==> config.mk <==
export PLATFORM = sky130hd
export DESIGN_NAME = round_robin_scheduler_wait_tracker_top_flat
export DESIGN_NICKNAME = d
export VERILOG_FILES = /design/src/rtl/core/rrs_pkg.sv /design/src/rtl/core/rrs_if.sv /design/src/rtl/core/round_robin_scheduler_wait_tracker_top.sv /design/src/flat_wrapper.sv
export SDC_FILE = /design/constraint.sdc
export NUM_CORES = 1
export LEC_CHECK = 0
export BUFFER_PORTS_ARGS = -buffer_cell sky130_fd_sc_hd__buf_2
export CORE_MARGIN = 8
export CORE_UTILIZATION = 45
export CTS_BUF_LIST = sky130_fd_sc_hd__clkbuf_8 sky130_fd_sc_hd__clkbuf_16
export DETAILED_ROUTE_END_ITERATION = 8
export GPL_TIMING_DRIVEN = 0
export HOLD_SLACK_MARGIN = 0.06
export PLACE_DENSITY = 0.59
export SLEW_MARGIN = 40
export SYNTH_ARGS = -nofsm -noshare
export SYNTH_HDL_FRONTEND = slang
export SYNTH_SLANG_ARGS = --single-unit
==> constraint.sdc <==
create_clock -name clk_i -period 9.3 [get_ports clk_i]
set_input_delay 0.93 -clock clk_i [delete_from_list [all_inputs] [get_ports clk_i]]
set_output_delay 0.93 -clock clk_i [all_outputs]
set_load 0.03 [all_outputs]
==> src/rtl/core/rrs_pkg.sv <==
`default_nettype none

package rrs_pkg;

  // Default sizing
  localparam int unsigned MAX_PROCESSES_DEFAULT = 8;
  localparam int unsigned BURST_BITS_DEFAULT    = 16;
  localparam int unsigned WAIT_BITS_DEFAULT     = 32;

  // Fixed field widths
  localparam int unsigned BurstFieldW = 16;
  localparam int unsigned StatusW     = 2;
  localparam int unsigned SlotFieldW  = 3;
  localparam int unsigned WaitFieldW  = 32;
  localparam int unsigned CountFieldW = 4;

  // Operation codes
  localparam logic OP_ADMIT = 1'b0;
  localparam logic OP_TICK  = 1'b1;

  // Status codes
  localparam logic [StatusW-1:0] STATUS_OK         = 2'd0;
  localparam logic [StatusW-1:0] STATUS_EMPTY      = 2'd1;
  localparam logic [StatusW-1:0] STATUS_FULL       = 2'd2;
  localparam logic [StatusW-1:0] STATUS_ZERO_BURST = 2'd3;

  typedef struct packed {
    logic                   operation;
    logic [BurstFieldW-1:0] burst_length;
  } in_item_t;

  typedef struct packed {
    logic [StatusW-1:0]     status;
    logic [SlotFieldW-1:0]  process_slot;
    logic                   process_finished;
    logic [WaitFieldW-1:0]  process_wait;
    logic [WaitFieldW-1:0]  total_wait;
    logic [CountFieldW-1:0] admitted_count;
  } out_item_t;

endpackage

`default_nettype wire

==> src/rtl/core/rrs_if.sv <==
`default_nettype none

interface rrs_in_if;
  logic               valid;
  logic               ready;
  rrs_pkg::in_item_t  payload;

  modport source (output valid, output payload, input ready);
  modport sink   (input valid, input payload, output ready);
endinterface

interface rrs_out_if;
  logic               valid;
  logic               ready;
  rrs_pkg::out_item_t payload;

  modport source (output valid, output payload, input ready);
  modport sink   (input valid, input payload, output ready);
endinterface

`default_nettype wire

==> src/rtl/core/round_robin_scheduler_wait_tracker_top.sv <==
`default_nettype none
// Round-robin scheduler, quantum of one tick, with per-process wait tracking.
// Path: admit, rejected and empty-tick items go from accept straight to exec; served ticks
//   first pass ring read, record read and delta, then update/write-back into the output reg.
// One transaction in flight, stepped through the sequencer phases; the next is accepted
//   while a result waits in the output reg.
// Reset: async, active low; clears counters, ring pointers and FSM, not the memories.

module round_robin_scheduler_wait_tracker_top #(
  parameter int unsigned MAX_PROCESSES = rrs_pkg::MAX_PROCESSES_DEFAULT,
  parameter int unsigned BURST_BITS    = rrs_pkg::BURST_BITS_DEFAULT,
  parameter int unsigned WAIT_BITS     = rrs_pkg::WAIT_BITS_DEFAULT
) (
  input  wire logic clk_i,
  input  wire logic rst_ni,
  rrs_in_if.sink    in_i,
  rrs_out_if.source out_o
);

  localparam int unsigned SlotW = $clog2(MAX_PROCESSES);
  localparam int unsigned CntW  = $clog2(MAX_PROCESSES + 1);
  localparam int unsigned PosW  = SlotW + 1;

  localparam logic [SlotW-1:0] LastSlot = SlotW'(MAX_PROCESSES - 1);
  localparam logic [CntW-1:0]  MaxCnt   = CntW'(MAX_PROCESSES);
  localparam logic [PosW-1:0]  MaxPos   = PosW'(MAX_PROCESSES);
  localparam logic [WAIT_BITS-1:0] WaitMax = '1;

  // Per-process record held in one memory word
  typedef struct packed {
    logic [BURST_BITS-1:0] remaining;
    logic [WAIT_BITS-1:0]  wait_sum;
    logic [WAIT_BITS-1:0]  last_served;
  } record_t;

  // One-hot sequencer
  typedef enum logic [3:0] {
    ST_IDLE  = 4'b0001,
    ST_FETCH = 4'b0010,
    ST_DELTA = 4'b0100,
    ST_EXEC  = 4'b1000
  } state_e;

  state_e state_q, state_d;

  // Control state
  logic [SlotW-1:0]     head_q, head_d;
  logic [CntW-1:0]      count_q, count_d;
  logic [CntW-1:0]      admit_q, admit_d;
  logic [WAIT_BITS-1:0] tick_q, tick_d;
  logic [WAIT_BITS-1:0] grand_q, grand_d;

  // Latched transaction
  logic                  op_q;
  logic [BURST_BITS-1:0] burst_q;

  // Memories and their registered read data
  logic [SlotW-1:0] ring_mem [MAX_PROCESSES];
  record_t          rec_mem  [MAX_PROCESSES];
  logic [SlotW-1:0] ring_rd_q;
  record_t          rec_rd_q;
  logic [SlotW-1:0] slot_q;
  logic [WAIT_BITS-1:0] delta_q;

  // Output register
  logic               out_valid_q;
  rrs_pkg::out_item_t out_q, out_d;

  logic in_fire, out_free, exec_go;
  logic [SlotW-1:0] fetch_slot;
  logic [PosW-1:0]  tail_sum;
  logic [SlotW-1:0] tail_pos;

  logic             ring_we;
  logic [SlotW-1:0] ring_wslot;
  logic             rec_we;
  logic [SlotW-1:0] rec_waddr;
  record_t          rec_wdata;

  // Tick arithmetic
  logic [WAIT_BITS:0]    wsum_ext, gsum_ext;
  logic [WAIT_BITS-1:0]  wsum_sat, gsum_sat, tick_next;
  logic [BURST_BITS-1:0] rem_next;
  logic                  fin;

  assign in_i.ready    = (state_q == ST_IDLE);
  assign in_fire       = in_i.valid && in_i.ready;
  assign out_free      = !out_valid_q || out_o.ready;
  assign exec_go       = (state_q == ST_EXEC) && out_free;
  assign out_o.valid   = out_valid_q;
  assign out_o.payload = out_q;

  // Slot index from the ring; out-of-range codes fall back to slot zero
  assign fetch_slot = (ring_rd_q > LastSlot) ? '0 : ring_rd_q;

  // Tail of the ring: head + count, wrapped once
  assign tail_sum = PosW'(head_q) + PosW'(count_q);
  assign tail_pos = (tail_sum >= MaxPos) ? SlotW'(tail_sum - MaxPos) : SlotW'(tail_sum);

  // Served process update
  assign wsum_ext  = {1'b0, rec_rd_q.wait_sum} + {1'b0, delta_q};
  assign gsum_ext  = {1'b0, grand_q} + {1'b0, delta_q};
  assign wsum_sat  = wsum_ext[WAIT_BITS] ? WaitMax : wsum_ext[WAIT_BITS-1:0];
  assign gsum_sat  = gsum_ext[WAIT_BITS] ? WaitMax : gsum_ext[WAIT_BITS-1:0];
  assign rem_next  = (rec_rd_q.remaining != '0) ? rec_rd_q.remaining - 1'b1
                                                : rec_rd_q.remaining;
  assign fin       = (rem_next == '0);
  assign tick_next = tick_q + 1'b1;

  always_comb begin
    state_d    = state_q;
    head_d     = head_q;
    count_d    = count_q;
    admit_d    = admit_q;
    tick_d     = tick_q;
    grand_d    = grand_q;
    out_d      = out_q;
    ring_we    = 1'b0;
    ring_wslot = slot_q;
    rec_we     = 1'b0;
    rec_waddr  = slot_q;
    rec_wdata  = rec_rd_q;

    case (state_q)
      ST_IDLE: begin
        if (in_fire) begin
          // Ticks with work queued need the ring and record reads
          if (in_i.payload.operation == rrs_pkg::OP_TICK && count_q != '0) begin
            state_d = ST_FETCH;
          end else begin
            state_d = ST_EXEC;
          end
        end
      end
      ST_FETCH: begin
        state_d = ST_DELTA;
      end
      ST_DELTA: begin
        state_d = ST_EXEC;
      end
      ST_EXEC: begin
        if (out_free) begin
          state_d                  = ST_IDLE;
          out_d.status             = rrs_pkg::STATUS_OK;
          out_d.process_slot       = '0;
          out_d.process_finished   = 1'b0;
          out_d.process_wait       = '0;
          if (op_q == rrs_pkg::OP_ADMIT) begin
            if (burst_q == '0) begin
              out_d.status = rrs_pkg::STATUS_ZERO_BURST;
            end else if (admit_q >= MaxCnt || count_q >= MaxCnt) begin
              out_d.status = rrs_pkg::STATUS_FULL;
            end else begin
              // New process at the tail, stamped with the current tick
              rec_we                = 1'b1;
              rec_waddr             = SlotW'(admit_q);
              rec_wdata.remaining   = burst_q;
              rec_wdata.wait_sum    = '0;
              rec_wdata.last_served = tick_q;
              ring_we               = 1'b1;
              ring_wslot            = SlotW'(admit_q);
              count_d               = count_q + 1'b1;
              admit_d               = admit_q + 1'b1;
              out_d.process_slot    = rrs_pkg::SlotFieldW'(admit_q);
            end
          end else if (count_q == '0) begin
            out_d.status = rrs_pkg::STATUS_EMPTY;
          end else begin
            // Serve head; requeue at tail (head+count) if work remains
            rec_we                 = 1'b1;
            rec_waddr              = slot_q;
            rec_wdata.remaining    = rem_next;
            rec_wdata.wait_sum     = wsum_sat;
            rec_wdata.last_served  = tick_next;
            ring_we                = !fin;
            ring_wslot             = slot_q;
            head_d                 = (head_q == LastSlot) ? '0 : head_q + 1'b1;
            count_d                = fin ? count_q - 1'b1 : count_q;
            tick_d                 = tick_next;
            grand_d                = gsum_sat;
            out_d.process_slot     = rrs_pkg::SlotFieldW'(slot_q);
            out_d.process_finished = fin;
            out_d.process_wait     = rrs_pkg::WaitFieldW'(wsum_sat);
          end
          out_d.total_wait     = rrs_pkg::WaitFieldW'(grand_d);
          out_d.admitted_count = rrs_pkg::CountFieldW'(admit_d);
        end
      end
      default: begin
        state_d = ST_IDLE;
      end
    endcase
  end

  always_ff @(posedge clk_i or negedge rst_ni) begin
    if (!rst_ni) begin
      state_q     <= ST_IDLE;
      head_q      <= '0;
      count_q     <= '0;
      admit_q     <= '0;
      tick_q      <= '0;
      grand_q     <= '0;
      out_valid_q <= 1'b0;
    end else begin
      state_q <= state_d;
      head_q  <= head_d;
      count_q <= count_d;
      admit_q <= admit_d;
      tick_q  <= tick_d;
      grand_q <= grand_d;
      if (exec_go) begin
        out_valid_q <= 1'b1;
      end else if (out_o.ready) begin
        out_valid_q <= 1'b0;
      end
    end
  end

  // Payload registers
  always_ff @(posedge clk_i) begin
    out_q <= out_d;
    if (in_fire) begin
      op_q    <= in_i.payload.operation;
      burst_q <= BURST_BITS'(in_i.payload.burst_length);
    end
    if (state_q == ST_FETCH) begin
      slot_q <= fetch_slot;
    end
    if (state_q == ST_DELTA) begin
      // Ticks since the process last ran, modulo the counter width
      delta_q <= tick_q - rec_rd_q.last_served;
    end
  end

  // Ring memory: read at head on accept, written at tail on admit/requeue
  always_ff @(posedge clk_i) begin
    if (in_fire) begin
      ring_rd_q <= ring_mem[head_q];
    end
    if (ring_we) begin
      ring_mem[tail_pos] <= ring_wslot;
    end
  end

  // Record memory: read during fetch, written back at the end of the item
  always_ff @(posedge clk_i) begin
    if (state_q == ST_FETCH) begin
      rec_rd_q <= rec_mem[fetch_slot];
    end
    if (rec_we) begin
      rec_mem[rec_waddr] <= rec_wdata;
    end
  end

endmodule

`default_nettype wire

==> src/flat_wrapper.sv <==
// flat-port wrapper written by rule: the top's interface ports become plain ports
module round_robin_scheduler_wait_tracker_top_flat 
#(
  parameter int unsigned MAX_PROCESSES = rrs_pkg::MAX_PROCESSES_DEFAULT,
  parameter int unsigned BURST_BITS    = rrs_pkg::BURST_BITS_DEFAULT,
  parameter int unsigned WAIT_BITS     = rrs_pkg::WAIT_BITS_DEFAULT
)
  (clk_i, rst_ni, in_i_valid, in_i_payload, in_i_ready, out_o_valid, out_o_payload, out_o_ready);
  rrs_in_if in_i_i ();
  rrs_out_if out_o_i ();
  input  wire logic clk_i;
  input  wire logic rst_ni;
  input wire logic [$bits(in_i_i.valid)-1:0] in_i_valid;
  input wire logic [$bits(in_i_i.payload)-1:0] in_i_payload;
  output wire logic [$bits(in_i_i.ready)-1:0] in_i_ready;
  output wire logic [$bits(out_o_i.valid)-1:0] out_o_valid;
  output wire logic [$bits(out_o_i.payload)-1:0] out_o_payload;
  input wire logic [$bits(out_o_i.ready)-1:0] out_o_ready;
  assign in_i_i.valid = in_i_valid;
  assign in_i_i.payload = in_i_payload;
  assign in_i_ready = in_i_i.ready;
  assign out_o_valid = out_o_i.valid;
  assign out_o_payload = out_o_i.payload;
  assign out_o_i.ready = out_o_ready;
  round_robin_scheduler_wait_tracker_top #(.MAX_PROCESSES(MAX_PROCESSES), .BURST_BITS(BURST_BITS), .WAIT_BITS(WAIT_BITS)) u_core (.clk_i(clk_i), .rst_ni(rst_ni), .in_i(in_i_i), .out_o(out_o_i));
endmodule
[After elaboration in Yosys (flattened, before gate mapping)]
Memory sizes are Yosys's and may differ from the RTL's. A register that Yosys moved wholly into a read port is not among the register bits.
Index checks and enable logic that the tools add are counted.
Word-level totals
  output and inout port bits: 76
  memories kept: 2
  register bits after elaboration: 206
  bits in writable memories: 664
Memory list
  u_core.rec_mem: depth 8, width 80, rd ports 1, clocked after Yosys merged registers in 1, write ports 1, line round_robin_scheduler_wait_tracker_top.sv:59  | record_t rec_mem [MAX_PROCESSES];
  u_core.ring_mem: depth 8, width 3, rd ports 1, clocked after Yosys merged registers in 1, write ports 1, line round_robin_scheduler_wait_tracker_top.sv:58  | logic [SlotW-1:0] ring_mem [MAX_PROCESSES];
Operators by class
  mux-type cells: 54
  reductions and logical operators: 18
  eq/ne operators: 11
  magnitude comparators: 4
  bitwise logic cells: 2
  add/sub/neg operators: 11
Operator list (count)
  two-way mux 80 bit: 6
  two-way mux 32 bit: 4
  adder 32 x 32 -> 33 bit: 2
  two-way mux 4 bit: 11
  two-way mux 36 bit: 1
  adder 32 x 1 -> 32 bit (second input constant): 1
  zero test 16 bit: 2
  subtractor 32 bit: 1
  two-way mux 3 bit: 10
  two-way mux 1 bit: 17
  two-way mux 16 bit: 1
  one-hot mux 4 bit (4 select lines): 1
  nonzero test 16 bit: 1
  subtractor 16 x 1 -> 16 bit (second input constant): 1
  >= comparator 4 bit (second input constant): 3
  adder 4 x 1 -> 4 bit (second input constant): 2
  inequality test 2 x 1 -> 1 bit (second input constant): 3
  inequality test 2 bit (second input constant): 3
  AND reduction 6 bit: 1
  two-way mux 5 bit: 1
  adder 3 x 4 -> 4 bit: 1
  equality test 4 x 1 -> 1 bit (second input constant): 1
  equality test 4 x 2 -> 1 bit (second input constant): 1
  equality test 4 x 3 -> 1 bit (second input constant): 1
  17 further kinds: 24

[Depth between registers and ports, before layout]
Gate-level depths: netlist (run 1).
  depth in word-level cells: 10
  mapped depth: 11
  mapped depth without buffers: 11

[Least setup slack after synthesis (run 1)]
OpenSTA, ideal clock, no wires.
  path kind: register to register
  start: register u_core.state_q[3]
  end: register u_core.rec_rd_q[0] (netlist name)
  cell stages (with the launch flop): 2
  data required time: 8.540 ns
  path slack: -0.480 ns
  setup time: 0.760 ns
  data arrival time: 9.020 ns
  cell sequence: dfrtp_1 > nor4b_1
Between the ends
  cells in the longest elaborated chain, start to end: 1
RTL lines
  start, declared: line round_robin_scheduler_wait_tracker_top.sv:44  | state_e state_q, state_d;
  start signal, assigned: line round_robin_scheduler_wait_tracker_top.sv:205  | state_q <= state_d;
  equality test 4 x 2 -> 1 bit: line round_robin_scheduler_wait_tracker_top.sv:247  | if (state_q == ST_FETCH) begin
No other way between the ends.
A chain may end at the register's enable or synchronous reset.

==> results.sh, run 1 <==
export IMPL_status="complete, no violations"
export IMPL_max_stage_delay_ns=0.66
export IMPL_hold_class="in2async"
export IMPL_ys_seq_area_share_pct=66.1
export IMPL_syn_nets=2992
export IMPL_intPower_mw=8.69
export IMPL_path_max_fanout=10
export IMPL_seqPwrFrac_pct=42.8
export IMPL_end_kind="flip-flop"
export IMPL_yosysTopAreaCell="edfxtp_1"
export IMPL_critical_path_class="reg2reg"
export IMPL_syn_mean_instance_area_um2=14.9
export IMPL_die_h_um=324
export IMPL_fin_util_pct=52.4
export IMPL_die_area_mm2=0.105
export IMPL_grtUsageMet1_pct=30.4
export IMPL_num_io_pins=97
export IMPL_synth_area_top_cells="edfxtp_1 (61%), mux4_2 (8.8%), dfrtp_1 (4.6%), ha_1 (3.1%), mux2_2 (2.2%)"
export IMPL_relSlewSlack_pct=39.8
export IMPL_port_buffers=96
export IMPL_report_final_setup_viol=0
export IMPL_root_buffer="clkbuf_16"
export IMPL_synth_cell_types=80
export IMPL_antenna_found_initial=2
export IMPL_fin_skew_ns=0.0352
export IMPL_start_util_pct=45.2
export IMPL_cts_setup_buffers=0
export IMPL_drive_above_1_share_pct=20.5
export IMPL_hpwlAfterDp_um=84700
export IMPL_use_met2_pct=36.5
export IMPL_die_w_um=324
export IMPL_cap_violations=0
export IMPL_met3_usage_pct=3.11
export IMPL_min_period_ns=4.74
export IMPL_post_route_drc_count=0
export IMPL_slew_viol_final=0
export IMPL_reg2reg_depth=11
export IMPL_fmax_mhz=211
export IMPL_rsz0062_at_grt="false"
export IMPL_cp_slowest_cell="o21ai_0"
export IMPL_rows=113
export IMPL_cts_resized=0
export IMPL_syn_cell_area_mm2=0.0427
export IMPL_synth_edf_count=873
export IMPL_clk_pin_slew_worst_paths_ns=0.06
export IMPL_holdBufCountCts=0
export IMPL_async_flop_share_pct=8.39
export IMPL_avgRoutedWirePerCell_um=26.3
export IMPL_clockBufferDepth=3
export IMPL_viasPerCell=5.87
export IMPL_cts_buffers_inserted=98
export IMPL_crit_end="u_core.rec_mem[4][61]$_DFFE_PP_"
export IMPL_grt_first_pass_wirelength_um=173000
export IMPL_grt_max_degree=53
export IMPL_first_global_vias=26600
export IMPL_drt_total_wl_um=118000
export IMPL_ys_top_cells_by_count="edfxtp_1 (873), nand2_1 (219), nor2_1 (203), o21ai_0 (183), mux4_2 (166)"
export IMPL_post_route_period_util_pct=51.0
export IMPL_syn_to_final_growth_pct=16.0
export IMPL_synthMostInstantiatedCell="edfxtp_1"
export IMPL_ant_nets=0
export IMPL_finalNonFillerCells=4496
export IMPL_grt_usage_pct=22.3
export IMPL_first_iter_violations=2594
export IMPL_power_density_mw_per_mm2=254
export IMPL_via_count=26400
export IMPL_startpoint_type="flip-flop"
export IMPL_switchingPower_mw=3.87
export IMPL_h_tree_depth=3
export IMPL_ys_ff_latch=953
export IMPL_clk_latency_ns=0.69
export IMPL_post_place_cells=4318
export IMPL_p_leak_nw=17.3
export IMPL_final_hold_viol_count=0
export IMPL_worst_pin_slew_ns=0.904
export IMPL_gp_congestion=0.912
export IMPL_combinationalPowerShare_pct=26.5
export IMPL_overflow=0
export IMPL_first_pass_iters=8
export IMPL_synth_cells=2860
export IMPL_top_usage_layer="met2"
export IMPL_startpoint="u_core.delta_q[0]$_DFFE_PN_"
export IMPL_yosys_warnings=0
export IMPL_p_sw_share_pct=30.8
export IMPL_r2r_end="u_core.rec_mem[4][61]$_DFFE_PP_"
export IMPL_antenna_cells=0
export IMPL_required_ns=9.67
export IMPL_synth_top_area_share_pct=61.4
export IMPL_core_area_mm2=0.0944
export IMPL_cts_sinks=953
export IMPL_hold_slack_ns=0.146
export IMPL_crit_arrival_ns=5.11
export IMPL_vdd_ir_drop_max_v=0.000158
export IMPL_r2r_slack_ns=4.56
export IMPL_clkPwrFrac_pct=30.7
export IMPL_reg2reg_from="u_core.delta_q[0]$_DFFE_PN_"
export IMPL_ys_flop_type="edfxtp_1"
export IMPL_path_cells="ha_1, fa_1, a211oi_1, nor3_1, o2111ai_1, a31oi_1, nand4_1, a21boi_0, clkbuf_1, a311oi_1, o21ai_0"
export IMPL_nets=3286
export IMPL_cts_tree="done"
-- worst min-delay path by stage --
stage                                               from                              to  cells past startpoint
final                                             rst_ni  u_core.out_o.valid$_DFFE_PN0P_                      1
after global routing                              rst_ni   u_core.state_q[3]$_DFFE_PN0P_                      1
after floorplan            u_core.admit_q[3]$_DFFE_PN0P_   u_core.admit_q[3]$_DFFE_PN0P_                      1
after detailed placement  u_core.grand_q[28]$_DFFE_PN0P_  u_core.grand_q[28]$_DFFE_PN0P_                      2
after global placement     u_core.admit_q[3]$_DFFE_PN0P_   u_core.admit_q[3]$_DFFE_PN0P_                      1
after CTS                                         rst_ni  u_core.out_o.valid$_DFFE_PN0P_                      1
-- per-layer routing --
metal | vias to the layer above | wire (um)
met5 | - | 0
met4 | 0 | 4170
met3 | 221 | 7220
met2 | 969 | 56600
met1 | 13500 | 50200
li1 | 11700 | -
-- state kept, by name, summed over array words and instances, names as in the netlist, 16 cells and up --
signal / count
u_core.ring_mem: 24
u_core.tick_q: 32
u_core.rec_rd_q: 80
u_core.out_o.payload: 74
u_core.burst_q: 16
u_core.rec_mem: 640
u_core.grand_q: 32
u_core.delta_q: 32
-- stage by stage --
step	setup WS (ns)	area [um2]	TNS (ns)	power, mW
floorplan	0.262	42700	0	7.63
global placement	-8.54	44700	-3252.86	8.70
detailed placement	4.34	46300	0	8.79
CTS	4.55	49500	0	12.7
global route	4.24	49500	0	13.1
finish	4.56	49500	0	12.6
-- power by group through the flow --
stage / combinational, mW / clock [mW] / sequential (mW)
6_report: 3.33 / 3.86 / 5.38
5_1_grt: 3.59 / 4.09 / 5.40
4_1_cts: 3.35 / 3.94 / 5.37
3_5_place_dp: 3.33 / 0 / 5.46
3_3_place_gp: 3.22 / 0 / 5.48
2_1_floorplan: 2.11 / 0 / 5.52
-- cells by family (layout without fill, tap and decap cells) --
kind of cell	after synthesis	in the layout	share of synthesized area, %
flops	953	953	66.1
simple gates	676	676	7.33
compound gates	547	547	7.87
mux	261	261	11.3
buf+inv	203	574	1.83
fa+ha+maj	111	111	3.34
xor+xnor	109	109	2.24
-- cell usage in the layout, fill, tap and decap left out, drive strengths merged, types with 31 or more instances in the layout --
cell type | synthesis | routed
xnor2 | 77 | 77
nor2 | 203 | 203
nor3 | 71 | 71
clkbuf | 113 | 215
nand3 | 38 | 38
mux4 | 166 | 166
inv | 71 | 100
nand2 | 220 | 220
dfrtp | 79 | 79
mux2 | 87 | 87
a21o | 31 | 31
edfxtp | 873 | 873
a21oi | 138 | 138
ha | 106 | 106
xor2 | 32 | 32
buf | 19 | 213
o21ai | 185 | 185
-- layout make-up --
class / instances / area, um2
Fill cell: 7755 / 45000
Inverter: 71 / 272
Clock inverter: 75 / 641
Clock buffer: 102 / 2510
Timing Repair Buffer: 194 / 1910
Buffer: 132 / 559
Sequential cell: 953 / 28200
Tap cell: 1265 / 1580
Multi-Input combinational cell: 1704 / 13800
-- worst max-delay path, delay by kind of cell (launching register included) --
| family | cells | cell delay, ns |
|---|---|---|
| flops | 1 | 0.42 |
| buf+inv | 1 | 0.64 |
| fa+ha+maj | 2 | 0.50 |
| simple gates | 2 | 0.63 |
| compound gates | 6 | 2.26 |
(Power assumes the default switching activity.)
==> inputs of run 2 (changes only) <==
--- a/config.mk
+++ b/config.mk
@@ -5,6 +5,7 @@
 export SDC_FILE = /design/constraint.sdc
 export NUM_CORES = 1
 export LEC_CHECK = 0
+export ABC_AREA = 1
 export BUFFER_PORTS_ARGS = -buffer_cell sky130_fd_sc_hd__buf_2
 export CORE_MARGIN = 8
 export CORE_UTILIZATION = 45
@@ -12,7 +13,7 @@
 export DETAILED_ROUTE_END_ITERATION = 8
 export GPL_TIMING_DRIVEN = 0
 export HOLD_SLACK_MARGIN = 0.06
-export PLACE_DENSITY = 0.59
+export PLACE_DENSITY = 0.56
 export SLEW_MARGIN = 40
 export SYNTH_ARGS = -nofsm -noshare
 export SYNTH_HDL_FRONTEND = slang
==> constraint.sdc (replaced) <==
create_clock -name clk_i -period 4.8 [get_ports clk_i]
set_input_delay 0.48 -clock clk_i [delete_from_list [all_inputs] [get_ports clk_i]]
set_output_delay 0.48 -clock clk_i [all_outputs]
set_load 0.03 [all_outputs]
==> run 2 against run 1 <==
  * Critical path type unchanged
  * Synthesized area grew 4.5%
  * Die area is 4.3% higher
  * Clock skew shrank 0.011 ns
  * Maximum frequency increased by 12%
  * Sequential power rose by 100%
==> results.sh, run 2 <==
export IMPL_status="complete, no violations"
export IMPL_final_cell_area_mm2=0.0514
export IMPL_relSlewSlack_pct=40.9
export IMPL_synthMuxAreaShare_pct=0
export IMPL_ant_nets=0
export IMPL_fmax_mhz=236
export IMPL_r2r_slack_ns=0.57
export IMPL_worst_pin_slew_ns=0.887
export IMPL_min_path_cells=4
export IMPL_synth_cell_types=62
export IMPL_mostFrequentLayoutCells="edfxtp_1 (873), nor2_1 (821), nand2_1 (687)"
export IMPL_crit_arrival_ns=4.59
export IMPL_root_buffer="clkbuf_16"
export IMPL_hpwlAfterDp_um=98500
export IMPL_grt_max_degree=84
export IMPL_top_register="u_core.rec_mem"
export IMPL_largest_reg_flops=640
export IMPL_synthMostInstantiatedCell="edfxtp_1"
export IMPL_num_io_pins=97
export IMPL_syn_to_final_growth_pct=15.3
export IMPL_synth_cells=4311
export IMPL_reg2reg_from="u_core.burst_q[11]$_DFFE_PP_"
export IMPL_fin_skew_ns=0.0238
export IMPL_start_util_pct=45.4
export IMPL_cap_violations=0
export IMPL_cts_buffers_inserted=101
export IMPL_syn_cell_area_mm2=0.0446
export IMPL_synth_edf_count=873
export IMPL_overflow=0
export IMPL_die_w_um=331
export IMPL_report_final_setup_viol=0
export IMPL_reg2reg_depth=14
export IMPL_synth_compound_area_share_pct=11.2
export IMPL_post_route_drc_count=0
export IMPL_syn_nets=4443
export IMPL_synth_top_area_share_pct=58.8
export IMPL_final_common_cell="edfxtp_1"
export IMPL_synth_area_top_cells="edfxtp_1 (59%), nor2_1 (7.0%), nand2_1 (5.8%), o21ai_0 (5.3%), dfrtp_1 (4.4%)"
export IMPL_met3_usage_pct=3.43
export IMPL_required_ns=5.16
export IMPL_drive_above_1_share_pct=9.38
export IMPL_die_area_mm2=0.109
export IMPL_avgRoutedWirePerCell_um=22.3
export IMPL_ys_top_cells_by_count="edfxtp_1 (873), nor2_1 (831), nand2_1 (687), o21ai_0 (476), inv_1 (324)"
export IMPL_antenna_found_initial=3
export IMPL_yosysTopAreaCell="edfxtp_1"
export IMPL_ys_flop_type="edfxtp_1"
export IMPL_final_hold_viol_count=0
export IMPL_cts_setup_buffers=0
export IMPL_p_total_mw=28.2
export IMPL_synth_fa_ha_area_share_pct=3.20
export IMPL_nets=4720
export IMPL_die_h_um=331
export IMPL_ys_seq_area_share_pct=63.3
export IMPL_port_buffers=96
export IMPL_clk_latency_ns=0.68
export IMPL_top_usage_layer="met2"
export IMPL_holdCritStartpoint="in_i_valid"
export IMPL_grtUsageMet1_pct=33.9
export IMPL_hold_class="in2reg"
export IMPL_gp_congestion=0.943
export IMPL_async_flop_share_pct=8.39
export IMPL_core_area_mm2=0.0983
export IMPL_first_pass_iters=6
export IMPL_post_route_period_util_pct=88.1
export IMPL_startpoint_type="flip-flop"
export IMPL_min_period_ns=4.23
export IMPL_cts_tree="done"
export IMPL_clockBufferDepth=3
export IMPL_first_global_vias=30900
export IMPL_rows=115
export IMPL_yosys_warnings=0
export IMPL_ys_ff_latch=953
export IMPL_syn_mean_instance_area_um2=10.3
export IMPL_grt_first_pass_wirelength_um=198000
export IMPL_vdd_ir_drop_max_v=0.000285
export IMPL_via_count=32200
export IMPL_h_tree_depth=3
export IMPL_viasPerCell=5.41
export IMPL_synth_top_family_by_area="simple AND/OR/NAND/NOR gates"
export IMPL_grt_usage_pct=24.0
export IMPL_cts_sinks=953
export IMPL_cts_resized=0
export IMPL_clk_pin_slew_worst_paths_ns=0.06
export IMPL_synth_xor_area_share_pct=1.81
export IMPL_slew_viol_final=0
export IMPL_r2r_end="u_core.rec_mem[0][55]$_DFFE_PP_"
export IMPL_drt_total_wl_um=133000
export IMPL_holdBufCountCts=18
export IMPL_synth_simple_gate_area_share_pct=16.0
export IMPL_hold_end="u_core.state_q[0]$_DFFE_PN1P_"
export IMPL_critical_path_class="reg2reg"
export IMPL_power_density_mw_per_mm2=548
export IMPL_place_area_mm2=0.0480
export IMPL_end_kind="flip-flop"
export IMPL_worst_slack_ns=0.571
export IMPL_rsz0062_at_grt="false"
export IMPL_path_max_fanout=17
export IMPL_first_iter_violations=3170
export IMPL_place_ws_ns=0.504
export IMPL_p_leak_nw=19.4
export IMPL_startpoint="u_core.burst_q[11]$_DFFE_PP_"
export IMPL_use_met2_pct=38.4
==> run 2: final cells by class <==
| type | count | area [um2] |
|---|---|---|
| fillers | 8846 | 46800 |
| flip-flops and latches | 953 | 28200 |
| multi-input cells | 2851 | 14500 |
| clock buffers | 105 | 2590 |
| repair buffers | 174 | 1860 |
| well taps | 1287 | 1610 |
| inverters | 331 | 1240 |
| plain buffers | 176 | 800 |
| clock inverters | 80 | 576 |
| diodes | 2 | 5.00 |
==> run 2: worst max-delay path by stage <==
stage	endpoint	depth (start not counted)
after detailed placement	u_core.rec_mem[0][54]$_DFFE_PP_	14
final	u_core.rec_mem[0][55]$_DFFE_PP_	14
after floorplan	u_core.rec_mem[6][0]$_DFFE_PP_	10
after global placement	u_core.rec_mem[4][54]$_DFFE_PP_	12
after CTS	u_core.rec_mem[0][55]$_DFFE_PP_	14
after global routing	u_core.rec_mem[0][55]$_DFFE_PP_	14
==> run 2: routing by layer <==
layer	routed length, um	share of wire, %
met1	59400	45
met2	60900	46
met3	8090	6.1
met4	4190	3.2
met5	0	0
==> run 2: report_power, final <==
group	switching, mW	leakage, nW	internal, mW
Combinational	6.87	8.97	2.91
Sequential	0.559	8.81	10.4
Clock	3.24	1.66	4.27
==> run 2: critical path, stage by stage (launching register included) <==
cell	delay (ns)
edfxtp_1	0.32
inv_1	0.08
nand4_1	0.17
nor2_1	0.08
nand2_1	0.37
a21oi_1	0.19
nor2_1	0.28
nand2_2	0.33
inv_2	0.35
nand2_1	0.30
nor2_4	0.56
buf_8	0.27
buf_16	0.18
buf_16	0.17
buf_8	0.21
==> run 2: cells by family after synthesis <==
family          after synthesis
compound gates              890
flops                       953
xor+xnor                     92
buf+inv                     507
fa+ha+maj                   111
simple gates               1758
==> run 2: stage by stage <==
| stage | hold slack, ns | instances | setup TNS [ns] | utilization [%] |
|---|---|---|---|---|
| after CTS | 0.0774 | 5955 | 0 | 52.3 |
| after detailed placement | 0.403 | 5752 | 0 | 48.9 |
| after global placement | 0.474 | 5694 | -2494.05 | 47.5 |
| final | 0.129 | 5959 | 0 | 52.3 |
| after floorplan | 0.184 | 4311 | -236.89 | - |
| after global routing | 0.138 | 5957 | 0 | 52.3 |
